## src/hdl/assert_macros.svh

```systemverilog
// Assertion macros shared by the nearest peer block.
// No dependencies.
`ifndef ASSERT_MACROS_SVH
`define ASSERT_MACROS_SVH
// clocked implication check, disabled while in reset
`define NPRB_ASSERT(lbl, clk, rst_n, prop, msg) \
  lbl: assert property (@(posedge clk) disable iff (!rst_n) prop) else $error(msg);
// condition that must never hold, disabled while in reset
`define NPRB_ASSERT_NEVER(lbl, clk, rst_n, cond, msg) \
  lbl: assert property (@(posedge clk) disable iff (!rst_n) !(cond)) else $error(msg);
`endif

```

## src/hdl/nprb_pkg.sv

```systemverilog
// Types and constants for the nearest peer range and bearing block.
// No dependencies.
package nprb_pkg;
  localparam int unsigned TabLen = 24;
  localparam int unsigned CoordWidth = 16;
  localparam logic [15:0] NoRange = 16'hFFFF;
  localparam logic [15:0] HalfTurn = 16'h8000;

  typedef enum logic [2:0] {
    ST_SCAN, ST_ANGLE_INIT, ST_ITER, ST_OUT
  } state_e;

  typedef struct packed {
    logic signed [CoordWidth-1:0] own_x;
    logic signed [CoordWidth-1:0] own_y;
    logic signed [15:0]           own_heading;
    logic signed [CoordWidth-1:0] peer_x;
    logic signed [CoordWidth-1:0] peer_y;
    logic signed [31:0]           peer_word;
    logic                         peer_is_self;
    logic                         last_peer;
  } peer_item_t;

  typedef struct packed {
    logic               found;
    logic        [15:0] range;
    logic signed [15:0] bearing;
    logic signed [31:0] nearest_word;
  } peer_fix_t;

  typedef struct packed {
    logic accept;
    logic clear;
    logic start;
    logic step;
  } ctrl_t;

  typedef struct packed {
    logic done;
  } stat_t;

  function automatic logic [15:0] atan_lut(input logic [4:0] i);
    logic [15:0] v;
    case (i)
      5'd0: v = 16'd8192;  5'd1: v = 16'd4836; 5'd2: v = 16'd2555;
      5'd3: v = 16'd1297;  5'd4: v = 16'd651;  5'd5: v = 16'd326;
      5'd6: v = 16'd163;   5'd7: v = 16'd81;   5'd8: v = 16'd41;
      5'd9: v = 16'd20;    5'd10: v = 16'd10;  5'd11: v = 16'd5;
      5'd12: v = 16'd3;    5'd13: v = 16'd1;   5'd14: v = 16'd1;
      default: v = 16'd0;
    endcase
    return v;
  endfunction
endpackage

```

## src/hdl/nprb_ctrl.sv

```systemverilog
// Sequencer of the nearest peer block: scan, angle and root iterations, result.
// Depends on nprb_pkg and assert_macros.svh.
module nprb_ctrl (
  input  logic           clk_i,
  input  logic           rst_ni,
  input  logic           in_valid_i,
  input  logic           in_last_i,
  output logic           in_ready_o,
  output logic           out_valid_o,
  input  logic           out_ready_i,
  output nprb_pkg::ctrl_t ctrl_o,
  input  nprb_pkg::stat_t stat_i
);
  import nprb_pkg::*;
  `include "assert_macros.svh"

  state_e state_q, state_d;

  always_ff @(posedge clk_i or negedge rst_ni) begin
    if (!rst_ni) begin
      state_q <= ST_SCAN;
    end else begin
      state_q <= state_d;
    end
  end

  always_comb begin
    state_d = state_q;
    unique case (state_q)
      ST_SCAN: if (in_valid_i && in_last_i) state_d = ST_ANGLE_INIT;
      ST_ANGLE_INIT: state_d = ST_ITER;
      ST_ITER: if (stat_i.done) state_d = ST_OUT;
      ST_OUT: if (out_ready_i) state_d = ST_SCAN;
      default: state_d = ST_SCAN;
    endcase
  end

  always_comb begin
    in_ready_o  = (state_q == ST_SCAN);
    out_valid_o = (state_q == ST_OUT);
    ctrl_o.accept = (state_q == ST_SCAN) && in_valid_i;
    ctrl_o.start  = (state_q == ST_ANGLE_INIT);
    ctrl_o.step   = (state_q == ST_ITER);
    ctrl_o.clear  = (state_q == ST_OUT) && out_ready_i;
  end

  `NPRB_ASSERT_NEVER(a_no_in_while_busy, clk_i, rst_ni, out_valid_o && in_ready_o, "ready during output")
  `NPRB_ASSERT(a_last_starts, clk_i, rst_ni, (ctrl_o.accept && in_last_i |=> ctrl_o.start), "scan end lost")
  `NPRB_ASSERT(a_out_hold, clk_i, rst_ni, (out_valid_o && !out_ready_i |=> out_valid_o), "result dropped")
endmodule

```

## config.mk

```make
export PLATFORM = sky130hd
export DESIGN_NAME = nprb_ctrl
export DESIGN_NICKNAME = d
export VERILOG_FILES = /design/src/hdl/nprb_pkg.sv /design/src/hdl/nprb_ctrl.sv
export VERILOG_INCLUDE_DIRS = /design/src /design/src/hdl
export SDC_FILE = /design/constraint.sdc
export NUM_CORES = 1
export LEC_CHECK = 0
export BUFFER_PORTS_ARGS = -buffer_cell sky130_fd_sc_hd__buf_2
export CAP_MARGIN = 20
export CORE_AREA = 2 2 39 41
export DETAILED_ROUTE_END_ITERATION = 8
export DIE_AREA = 0 0 41 43
export GPL_TIMING_DRIVEN = 0
export PLACE_DENSITY_LB_ADDON = 0.15
export SYNTH_ARGS = -nofsm -noshare
export SYNTH_HDL_FRONTEND = slang
export SYNTH_SLANG_ARGS = --single-unit
```

## constraint.sdc

```tcl
create_clock -name clk_i -period 2.25 [get_ports clk_i]
set_clock_uncertainty 0.1 [all_clocks]
set_input_delay 0.45 -clock clk_i [delete_from_list [all_inputs] [get_ports clk_i]]
set_output_delay 0.45 -clock clk_i [all_outputs]
set_load 0.005 [all_outputs]
```

==> results of run 1 <==
-- per-stage QoR --
stage / instance area, um2 / hold slack [ns] / worst slack [ns]
2_1_floorplan: 196 / 0.0544 / 0.615
3_3_place_gp: 272 / 0.134 / 0.518
3_5_place_dp: 272 / 0.137 / 0.496
4_1_cts: 304 / 0.427 / 0.458
5_1_grt: 304 / 0.437 / 0.398
6_report: 304 / 0.440 / 0.486
-- final cells by class --
cell class | instances | area (um2)
Clock buffer | 3 | 22.5
Multi-Input combinational cell | 14 | 128
Fill cell | 167 | 1080
Timing Repair Buffer | 12 | 65.1
Inverter | 5 | 18.8
Tap cell | 16 | 20.0
Sequential cell | 2 | 50.0
-- power by group through the flow --
stage,Combinational (mW),Sequential [mW],Clock [mW]
2_1_floorplan,0.132,0.0721,0
3_3_place_gp,0.198,0.0769,0
3_5_place_dp,0.198,0.0777,0
4_1_cts,0.200,0.0773,0.0847
5_1_grt,0.231,0.0796,0.0908
6_report,0.192,0.0760,0.0785
-- cells by family after synthesis --
| family | Yosys count | synth area share |
|---|---|---|
| adders and majority gates | 5 | 0.318 |
| buffers and inverters | 5 | 0.0956 |
| muxes | 1 | 0.0573 |
| AOI/OAI and AO/OA | 4 | 0.166 |
| and+or+nand+nor | 4 | 0.108 |
| DFF | 2 | 0.255 |
-- worst max path at each step --
stage	end	start	depth (start not counted)	slack, ns
floorplan	state_q[1]$_DFFE_PN0P_	state_q[0]$_DFFE_PN0P_	4	0.62
global placement	state_q[1]$_DFFE_PN0P_	state_q[0]$_DFFE_PN0P_	4	0.52
detailed placement	state_q[1]$_DFFE_PN0P_	state_q[0]$_DFFE_PN0P_	4	0.50
CTS	ctrl_o[3]	state_q[0]$_DFFE_PN0P_	4	0.46
global route	ctrl_o[3]	state_q[0]$_DFFE_PN0P_	4	0.40
finish	ctrl_o[3]	state_q[0]$_DFFE_PN0P_	4	0.49
-- critical path, stage by stage, from the launching register on --
cell     delay (ns)
dfrtp_1        0.39
inv_1          0.09
ha_1           0.25
and2_1         0.14
buf_2          0.12
-- per-layer routing --
layer / global-route usage / vias to the layer above / part of all wire
met5: 0 / - / 0
met4: 0.0800 / 0 / 0
met3: 0.0471 / 0 / 0.084
met2: 0.0844 / 7 / 0.49
met1: 0.0516 / 84 / 0.42
li1: - / 104 / -
-- cell usage after synthesis --
library cell / instances / share of area
a221oi_1: 1 / 0.045
nand3_1: 1 / 0.025
inv_1: 5 / 0.096
mux2_1: 1 / 0.057
ha_1: 5 / 0.32
dfrtp_1: 2 / 0.25
o21ai_0: 1 / 0.025
o2bb2ai_1: 1 / 0.045
a222oi_1: 1 / 0.051
and2_1: 2 / 0.064
nand2_1: 1 / 0.019
-- placed cells by master (no fill, tap or decap) --
cell	count
a221oi_1	1
a222oi_1	1
and2_1	2
buf_2	11
clkbuf_4	3
dfrtp_1	2
dlygate4sd3_1	1
ha_1	5
inv_1	5
mux2_1	1
nand2_1	1
nand3_1	1
o21ai_0	1
o2bb2ai_1	1
==> flow_metrics.env, run 1 <==
export IMPL_status="complete, no violations"
export IMPL_synthDistinctLibCells=11
export IMPL_die_area_mm2=0.00176
export IMPL_h_tree_depth=1
export IMPL_cts_buffer_depth=2
export IMPL_worstMarginPinSlew_ns=0.390
export IMPL_final_max_slew_violation_count=0
export IMPL_switching_share=0.384
export IMPL_power_density_mw_per_mm2=1140
export IMPL_layout_nets=49
export IMPL_drtAntennaViolNets=0
export IMPL_critPathRequiredTime_ns=1.70
export IMPL_tritoncts="done"
export IMPL_yosysWarningCount=0
export IMPL_fmax_mhz=567
export IMPL_timing_final_crit_share=0.784
export IMPL_p_int_uw=214
export IMPL_hold_viol=0
export IMPL_ys_seq_area_frac=0.255
export IMPL_total_leakage_power_nw=0.174
export IMPL_largest_register="state_q"
export IMPL_cts_setup_buffers=0
export IMPL_wirelength_um=395
export IMPL_maxCapViolCount=0
export IMPL_synth_seq_cells=2
export IMPL_area_growth_pct=54.8
export IMPL_floorplan_rows=14
export IMPL_drt_vias_per_instance=3.75
export IMPL_min_path_type="input pin to asynchronous set/reset pin"
export IMPL_timing_rr_end="state_q[1]$_DFFE_PN0P_"
export IMPL_critPathKind="flop to output port"
export IMPL_clkTransAtPathRegs_ns=0.03
export IMPL_synth_nets=32
export IMPL_cts_repair_resize_count=0
export IMPL_unrepaired_setup_endpoints_after_global_routing="false"
export IMPL_clock_sink_count=2
export IMPL_design_portCount=12
export IMPL_layoutNonFillerInstCount=52
export IMPL_fraction_of_layout_instances_using_a_drive_strength_above_1=0.389
export IMPL_netSwitchingPower_uw=133
export IMPL_grt_util_all_layers=0.0643
export IMPL_timing_critical_path_from_type="flop"
export IMPL_power_total_uw=347
export IMPL_largest_registers="state_q x2"
export IMPL_flip_flop_count_of_the_largest_register_all_copies_and_words_added=2
export IMPL_num_vias=195
export IMPL_wl_per_cell_um=7.60
export IMPL_post_cts_hold_buffer_count=1
export IMPL_critical_path_reg2reg_startpoint="state_q[0]$_DFFE_PN0P_"
export IMPL_slew_headroom=0.740
export IMPL_clock_root_buffer="clkbuf_4"
export IMPL_power_clock_fraction=0.227
export IMPL_buffer_ports_inserted=11
export IMPL_grt_overflow_total=0
export IMPL_worst_r2r_setup_slack_ns=0.52
export IMPL_drc=0
export IMPL_design_core_area_mm2=0.00138
export IMPL_p_seq_frac=0.219
export IMPL_numCtsBuffers=3
export IMPL_fp_dieW_um=41
export IMPL_dr_pass1_iters=4
export IMPL_layout_core_utilization=0.220
export IMPL_irDropWorstVdd_mv=0.389
export IMPL_comb_power_share=0.554
export IMPL_antenna_found_initial=0
export IMPL_diodes=0
export IMPL_end_kind="output port"
export IMPL_syn_instance_count=21
export IMPL_grt_first_pass_wirelength_um=662
export IMPL_grt_pass1_vias=186
export IMPL_gp_congestion=0.670
export IMPL_maximum_number_of_pins_on_one_net_before_global_route_repair=6
export IMPL_clk_latency_ns=0.22
export IMPL_dp_final_hpwl_um=328
export IMPL_drt_iter0_markers=5
export IMPL_dieHeight_um=43
export IMPL_worstPathArrival_ns=1.21
export IMPL_placed_cells_incl_taps=48
export IMPL_initial_core_util=0.142
export IMPL_totalNegativeSetupSlack_ns=0
export IMPL_post_synth_cell_area_avg_um2=9.35
export IMPL_r2r_cells=4
export IMPL_cp_max_fo=5
export IMPL_post_route_min_period_ns=1.76
export IMPL_setup_violations=0
export IMPL_netlist_area_um2=196
Note: power is estimated with default switching activity, not from simulation.
==> run 2: changes to the inputs <==
Settings changed: ABC_AREA set to 1.
Clock period 2.25 ns to 1.7 ns, I/O delays scaled along.
==> run 2 against run 1 <==
  * Utilization up 1.6 points
  * Count of clock-buffer cells in the layout is the same
  * Worst setup slack got worse by 0.36 ns
  * Die area unchanged
  * Sequential cell count stayed put
  * Critical path depth grew 1
  * Synthesized cell count increased by 43%
  * Total power is 49% higher
  * Via count grew 7.2%
  * Register-to-register slack worse by 0.08 ns
  * Synthesized area is 6.4% higher
  * Sequential share of layout area fell by 1.1 points
  * Largest cell class unchanged
  * Highest routed layer unchanged
==> flow_metrics.env, run 2 <==
export IMPL_largest_registers="state_q x2"
export IMPL_drc=0
export IMPL_wirelength_um=413
export IMPL_grt_util_all_layers=0.0562
export IMPL_grt_overflow_total=0
export IMPL_irDropWorstVdd_mv=0.543
export IMPL_grt_first_pass_wirelength_um=614
export IMPL_grt_pass1_vias=187
export IMPL_power_total_uw=515
export IMPL_num_vias=209
export IMPL_timing_rr_end="state_q[0]$_DFFE_PN0P_"
export IMPL_syn_instance_count=30
export IMPL_worstPathArrival_ns=1.14
export IMPL_post_synth_cell_area_avg_um2=6.97
export IMPL_fmax_mhz=634
export IMPL_clock_root_buffer="clkbuf_4"
export IMPL_slew_headroom=0.893
export IMPL_unrepaired_setup_endpoints_after_global_routing="false"
export IMPL_fraction_of_layout_instances_using_a_drive_strength_above_1=0.391
export IMPL_critPathKind="flop to output port"
export IMPL_power_density_mw_per_mm2=1580
export IMPL_status="complete, no violations"
export IMPL_hold_ws_ns=0.332
export IMPL_dominantRegCellSynth="dfrtp_1"
export IMPL_final_max_slew_violation_count=0
export IMPL_design_portCount=12
export IMPL_synth_enable_flop_cells=0
export IMPL_h_tree_depth=1
export IMPL_design_core_area_mm2=0.00138
export IMPL_timing_critical_path_from_type="flop"
export IMPL_synth_top_cell_area_share=0.299
export IMPL_dr_pass1_iters=1
export IMPL_clk_latency_ns=0.22
export IMPL_post_synth_top_area_cell="ha_1"
export IMPL_maxCapViolCount=0
export IMPL_setup_violations=0
export IMPL_drt_iter0_markers=0
export IMPL_cts_buffer_depth=2
export IMPL_fillers=163
export IMPL_drt_vias_per_instance=3.37
export IMPL_layout_cells_most_common="buf_2"
export IMPL_synth_nets=41
export IMPL_minimum_setup_slack_in_the_final_design_ns=0.122
export IMPL_hold_viol=0
export IMPL_critical_path_reg2reg_startpoint="state_q[0]$_DFFE_PN0P_"
export IMPL_diodes=0
export IMPL_post_route_min_period_ns=1.58
export IMPL_clock_sink_count=2
export IMPL_netlist_area_um2=209
export IMPL_dp_slack_ns=0.302
export IMPL_floorplan_rows=14
export IMPL_gp_congestion=0.565
export IMPL_drtAntennaViolNets=0
export IMPL_fp_dieW_um=41
export IMPL_antenna_found_initial=0
export IMPL_critPathRequiredTime_ns=1.26
export IMPL_largest_register="state_q"
export IMPL_maximum_number_of_pins_on_one_net_before_global_route_repair=6
export IMPL_totalNegativeSetupSlack_ns=0
export IMPL_min_path_type="input pin to asynchronous set/reset pin"
export IMPL_synth_seq_cells=2
export IMPL_total_leakage_power_nw=0.215
export IMPL_clkTransAtPathRegs_ns=0.03
export IMPL_die_area_mm2=0.00176
export IMPL_yosysWarningCount=0
export IMPL_flip_flop_count_of_the_largest_register_all_copies_and_words_added=2
export IMPL_synthArstFlopShare=1.00
export IMPL_tritoncts="done"
export IMPL_end_kind="output port"
export IMPL_mostFrequentLayoutCells="buf_2, nand2_1, inv_1"
export IMPL_cp_max_fo=5
export IMPL_post_synth_top_count_cell="nand2_1"
export IMPL_netlist_top_cells_count="nand2_1, inv_1, ha_1"
export IMPL_initial_core_util=0.151
export IMPL_r2r_cells=6
export IMPL_dieHeight_um=43
export IMPL_buffer_ports_inserted=11
export IMPL_timing_final_crit_share=0.928
export IMPL_ys_seq_area_frac=0.240
export IMPL_dp_final_hpwl_um=339
export IMPL_synthDistinctLibCells=8
export IMPL_worstMarginPinSlew_ns=0.161
export IMPL_numCtsBuffers=3
export IMPL_worst_r2r_setup_slack_ns=0.44
export IMPL_critical_path_endpoint="ctrl_o[3]"
export IMPL_startpoint="state_q[1]$_DFFE_PN0P_"
export IMPL_layout_nets=59
export IMPL_yosys_top_cells_area="ha_1, dfrtp_1, nand2_1"
export IMPL_area_growth_pct=56.3
export IMPL_wl_per_cell_um=6.66
-- run 2: cell types whose count changed in the layout (fill, tap and decap cells not counted), moves of 2 or more --
cell     change
nand2_2      +2
and2_1       -2
inv_1        +2
nor2_1       +2
nand2_1      +8
-- run 2: cell families after synthesis --
kind of cell | share of synthesized area
adders and majority gates | 0.299
and+or+nand+nor | 0.335
DFF | 0.240
buffers and inverters | 0.126
-- run 2: metal layers --
metal | share of wire | vias up | global-route usage
met5 | 0 | - | 0
met4 | 0 | 0 | 0.0800
met3 | 0.068 | 0 | 0.0157
met2 | 0.50 | 7 | 0.0813
met1 | 0.43 | 82 | 0.0481
li1 | - | 120 | -
-- run 2: critical path, cell delays in order (launching register included) --
cell	delay [ns]
dfrtp_1	0.41
inv_1	0.10
ha_2	0.21
nand2_1	0.06
inv_1	0.04
buf_2	0.10
-- run 2: repair_timing --
item,CTS,global route
endpoints found under the hold margin,2,0
setup buffers,0,1
resized for setup,0,1
endpoints found under the setup margin,0,1
hold buffers,1,0
-- run 2: cell type report --
cell class / instances / area, um2 / area share
Inverter: 7 / 26.3 / 0.0805
Sequential cell: 2 / 50.0 / 0.153
Timing Repair Buffer: 13 / 72.6 / 0.222
Clock buffer: 3 / 22.5 / 0.0690
Multi-Input combinational cell: 21 / 135 / 0.414
Tap cell: 16 / 20.0 / 0.0613
-- run 2: worst min path at each step --
stage	cells after the start	slack [ns]	end
6_report	2	0.33	state_q[0]$_DFFE_PN0P_
5_1_grt	2	0.32	state_q[0]$_DFFE_PN0P_
4_1_cts	2	0.32	state_q[0]$_DFFE_PN0P_
3_5_place_dp	1	0.03	state_q[1]$_DFFE_PN0P_
3_3_place_gp	1	0.03	state_q[1]$_DFFE_PN0P_
2_1_floorplan	0	-0.06	state_q[0]$_DFFE_PN0P_
-- run 2: stage by stage --
stage,instance area [um2],instances,util
after floorplan,209,30,-
after global placement,284,57,0.205
after detailed placement,284,57,0.205
after CTS,317,61,0.229
after global routing,327,62,0.236
final,327,62,0.236
-- run 2: where the power goes --
part	total (mW)	internal, mW	switching (mW)
logic	0.306	0.149	0.157
clock network	0.104	0.0778	0.0257
registers	0.105	0.0743	0.0311
total	0.515	0.301	0.213
==> run 3: changes to the inputs <==
Settings changed: ABC_AREA 1 to 0.
==> run 3 against run 2 <==
  * Total power increased by 15%
  * Cell count shrank 8.1%
  * Largest cell class unchanged
  * Maximum frequency down 2.1%
  * Via count rose by 1.9%
  * Sequential cell count stayed put
  * Sequential power grew 5%
  * Cell area is 10% higher
  * Global-route usage grew 1.5 points
  * Highest routed layer unchanged
  * Register-to-register slack lost 0.35 ns
  * Critical path type unchanged
  * Critical endpoint unchanged
==> flow_metrics.env, run 3 (same netlist as run 1, synthesis figures left out) <==
export IMPL_status="complete, no violations"
export IMPL_clkTransAtPathRegs_ns=0.03
export IMPL_layout_cells_most_common="buf_2"
export IMPL_initial_core_util=0.142
export IMPL_layout_nets=54
export IMPL_final_max_slew_violation_count=0
export IMPL_dieHeight_um=43
export IMPL_area_growth_pct=83.4
export IMPL_worstMarginPinSlew_ns=0.377
export IMPL_end_kind="output port"
export IMPL_clk_latency_ns=0.22
export IMPL_fp_dieW_um=41
export IMPL_numCtsBuffers=3
export IMPL_dr_pass1_iters=4
export IMPL_timing_final_crit_share=0.949
export IMPL_wirelength_um=456
export IMPL_grt_pass1_vias=212
export IMPL_buffer_ports_inserted=11
export IMPL_critical_path_reg2reg_startpoint="state_q[0]$_DFFE_PN0P_"
export IMPL_placed_area_um2=272
export IMPL_largest_register="state_q"
export IMPL_drtAntennaViolNets=0
export IMPL_die_area_mm2=0.00176
export IMPL_hold_viol=0
export IMPL_unrepaired_setup_endpoints_after_global_routing="true"
export IMPL_crit_chain="inv_1 -> ha_2 -> and2_1 -> buf_2"
export IMPL_drc=0
export IMPL_timing_critical_path_slowest_stage_cell="dfrtp_2"
export IMPL_min_path_type="input pin to asynchronous set/reset pin"
export IMPL_tritoncts="done"
export IMPL_layoutNonFillerInstCount=57
export IMPL_drt_iter0_markers=2
export IMPL_irDropWorstVdd_mv=0.619
export IMPL_clock_root_buffer="clkbuf_4"
export IMPL_finish_instance_area_um2=360
export IMPL_critPathTopFamily="flip-flops"
export IMPL_h_tree_depth=1
export IMPL_num_vias=213
export IMPL_maximum_number_of_pins_on_one_net_before_global_route_repair=6
export IMPL_comb_power_share=0.638
export IMPL_diodes=0
export IMPL_cp_max_fo=5
export IMPL_gp_congestion=0.670
export IMPL_startpoint="state_q[1]$_DFFE_PN0P_"
export IMPL_clock_sink_count=2
export IMPL_p_int_uw=379
export IMPL_power_density_mw_per_mm2=1640
export IMPL_fraction_of_layout_instances_using_a_drive_strength_above_1=0.585
export IMPL_netSwitchingPower_uw=211
export IMPL_cp_num_buf_inv=2
export IMPL_antenna_found_initial=0
export IMPL_fmax_mhz=620
export IMPL_mostFrequentLayoutCells="buf_2, buf_4, inv_1"
export IMPL_design_core_area_mm2=0.00138
export IMPL_largest_registers="state_q x2"
export IMPL_wl_per_cell_um=8.00
export IMPL_dp_final_hpwl_um=328
export IMPL_critPathMaxStageDelay_ns=0.43
export IMPL_layout_core_utilization=0.260
export IMPL_placed_cells_incl_taps=48
export IMPL_minimum_setup_slack_in_the_final_design_ns=0.0874
export IMPL_post_route_min_period_ns=1.61
export IMPL_hold_ws_ns=0.330
export IMPL_p_seq_frac=0.186
export IMPL_setup_violations=0
export IMPL_maxCapViolCount=0
export IMPL_fillers=166
export IMPL_timing_critical_path_from_type="flop"
export IMPL_total_leakage_power_nw=0.194
export IMPL_drt_vias_per_instance=3.74
export IMPL_cts_buffer_depth=2
export IMPL_critPathKind="flop to output port"
export IMPL_flip_flop_count_of_the_largest_register_all_copies_and_words_added=2
export IMPL_slew_headroom=0.748
export IMPL_grt_first_pass_wirelength_um=759
export IMPL_power_clock_fraction=0.176
export IMPL_grt_util_all_layers=0.0714
export IMPL_dp_slack_ns=-0.0536
export IMPL_design_portCount=12
export IMPL_floorplan_rows=14
export IMPL_critPathRequiredTime_ns=1.26
export IMPL_switching_share=0.358
export IMPL_worstPathArrival_ns=1.17
export IMPL_grt_overflow_total=0
## run 3: cell count changes in the layout (fill, tap and decap cells not counted), sizes merged
cell | before | now
nand3 | 2 | 1
nand2 | 11 | 1
a222oi | 0 | 1
a221oi | 0 | 1
inv | 7 | 5
nand4 | 1 | 0
mux2 | 0 | 1
o21ai | 0 | 1
o2bb2ai | 0 | 1
buf | 12 | 16
nor2 | 2 | 0
and2 | 0 | 2
## run 3: layer usage
| layer | vias to the layer above | share of wire | global-route usage |
|---|---|---|---|
| li1 | 113 | - | - |
| met1 | 93 | 0.39 | 0.0548 |
| met2 | 7 | 0.54 | 0.103 |
| met3 | 0 | 0.072 | 0.0471 |
| met4 | 0 | 0 | 0.0800 |
| met5 | - | 0 | 0 |
## run 3: metrics by stage
stage	power, mW	setup TNS, ns
after floorplan	0.271	0
after global placement	0.364	-0.0319
after detailed placement	0.364	-0.0536
after CTS	0.540	0
after global routing	0.670	-0.00970
final	0.590	0
## run 3: worst reg2reg max path: cells and delay by family (launching register included)
family / cells / cell delay (ns)
adder cells (fa/ha/maj): 1 / 0.17
buffers and inverters: 1 / 0.08
multiplexers: 1 / 0.36
flip-flops: 1 / 0.38
AO/OA/AOI/OAI: 1 / 0.39
## run 3: final timing paths
| path | endpoint | slack [ns] | cells after the start |
|---|---|---|---|
| worst min register to register | state_q[1]$_DFFE_PN0P_ | 0.49 | 1 |
| min in group clk_i | state_q[0]$_DFFE_PN0P_ | 0.40 | 4 |
| max in group asynchronous | state_q[1]$_DFFE_PN0P_ | 1.06 | 2 |
| worst min-delay path | state_q[0]$_DFFE_PN0P_ | 0.33 | 2 |
| worst max register to register | state_q[1]$_DFFE_PN0P_ | 0.09 | 4 |
| worst max-delay path | ctrl_o[3] | 0.09 | 4 |
## run 3: power by group through the flow
stage	Clock, mW	Combinational [mW]	Sequential (mW)
3_5_place_dp	0	0.261	0.103
3_3_place_gp	0	0.262	0.102
4_1_cts	0.112	0.329	0.0988
2_1_floorplan	0	0.175	0.0954
5_1_grt	0.120	0.436	0.113
6_report	0.104	0.377	0.110
## run 3: what timing repair did
action	CTS	global route
setup buffers	3	2
hold endpoints to repair	2	0
endpoints found under the setup margin	1	3
pin swaps	1	2
resized for setup	1	5
hold buffers	1	0
## run 3: final cells by class
class | count | area [um2] | area share
Multi-Input combinational cell | 14 | 145 | 0.403
Timing Repair Buffer | 17 | 103 | 0.285
Tap cell | 16 | 20.0 | 0.0556
Inverter | 5 | 18.8 | 0.0521
Clock buffer | 3 | 22.5 | 0.0625
Sequential cell | 2 | 51.3 | 0.142
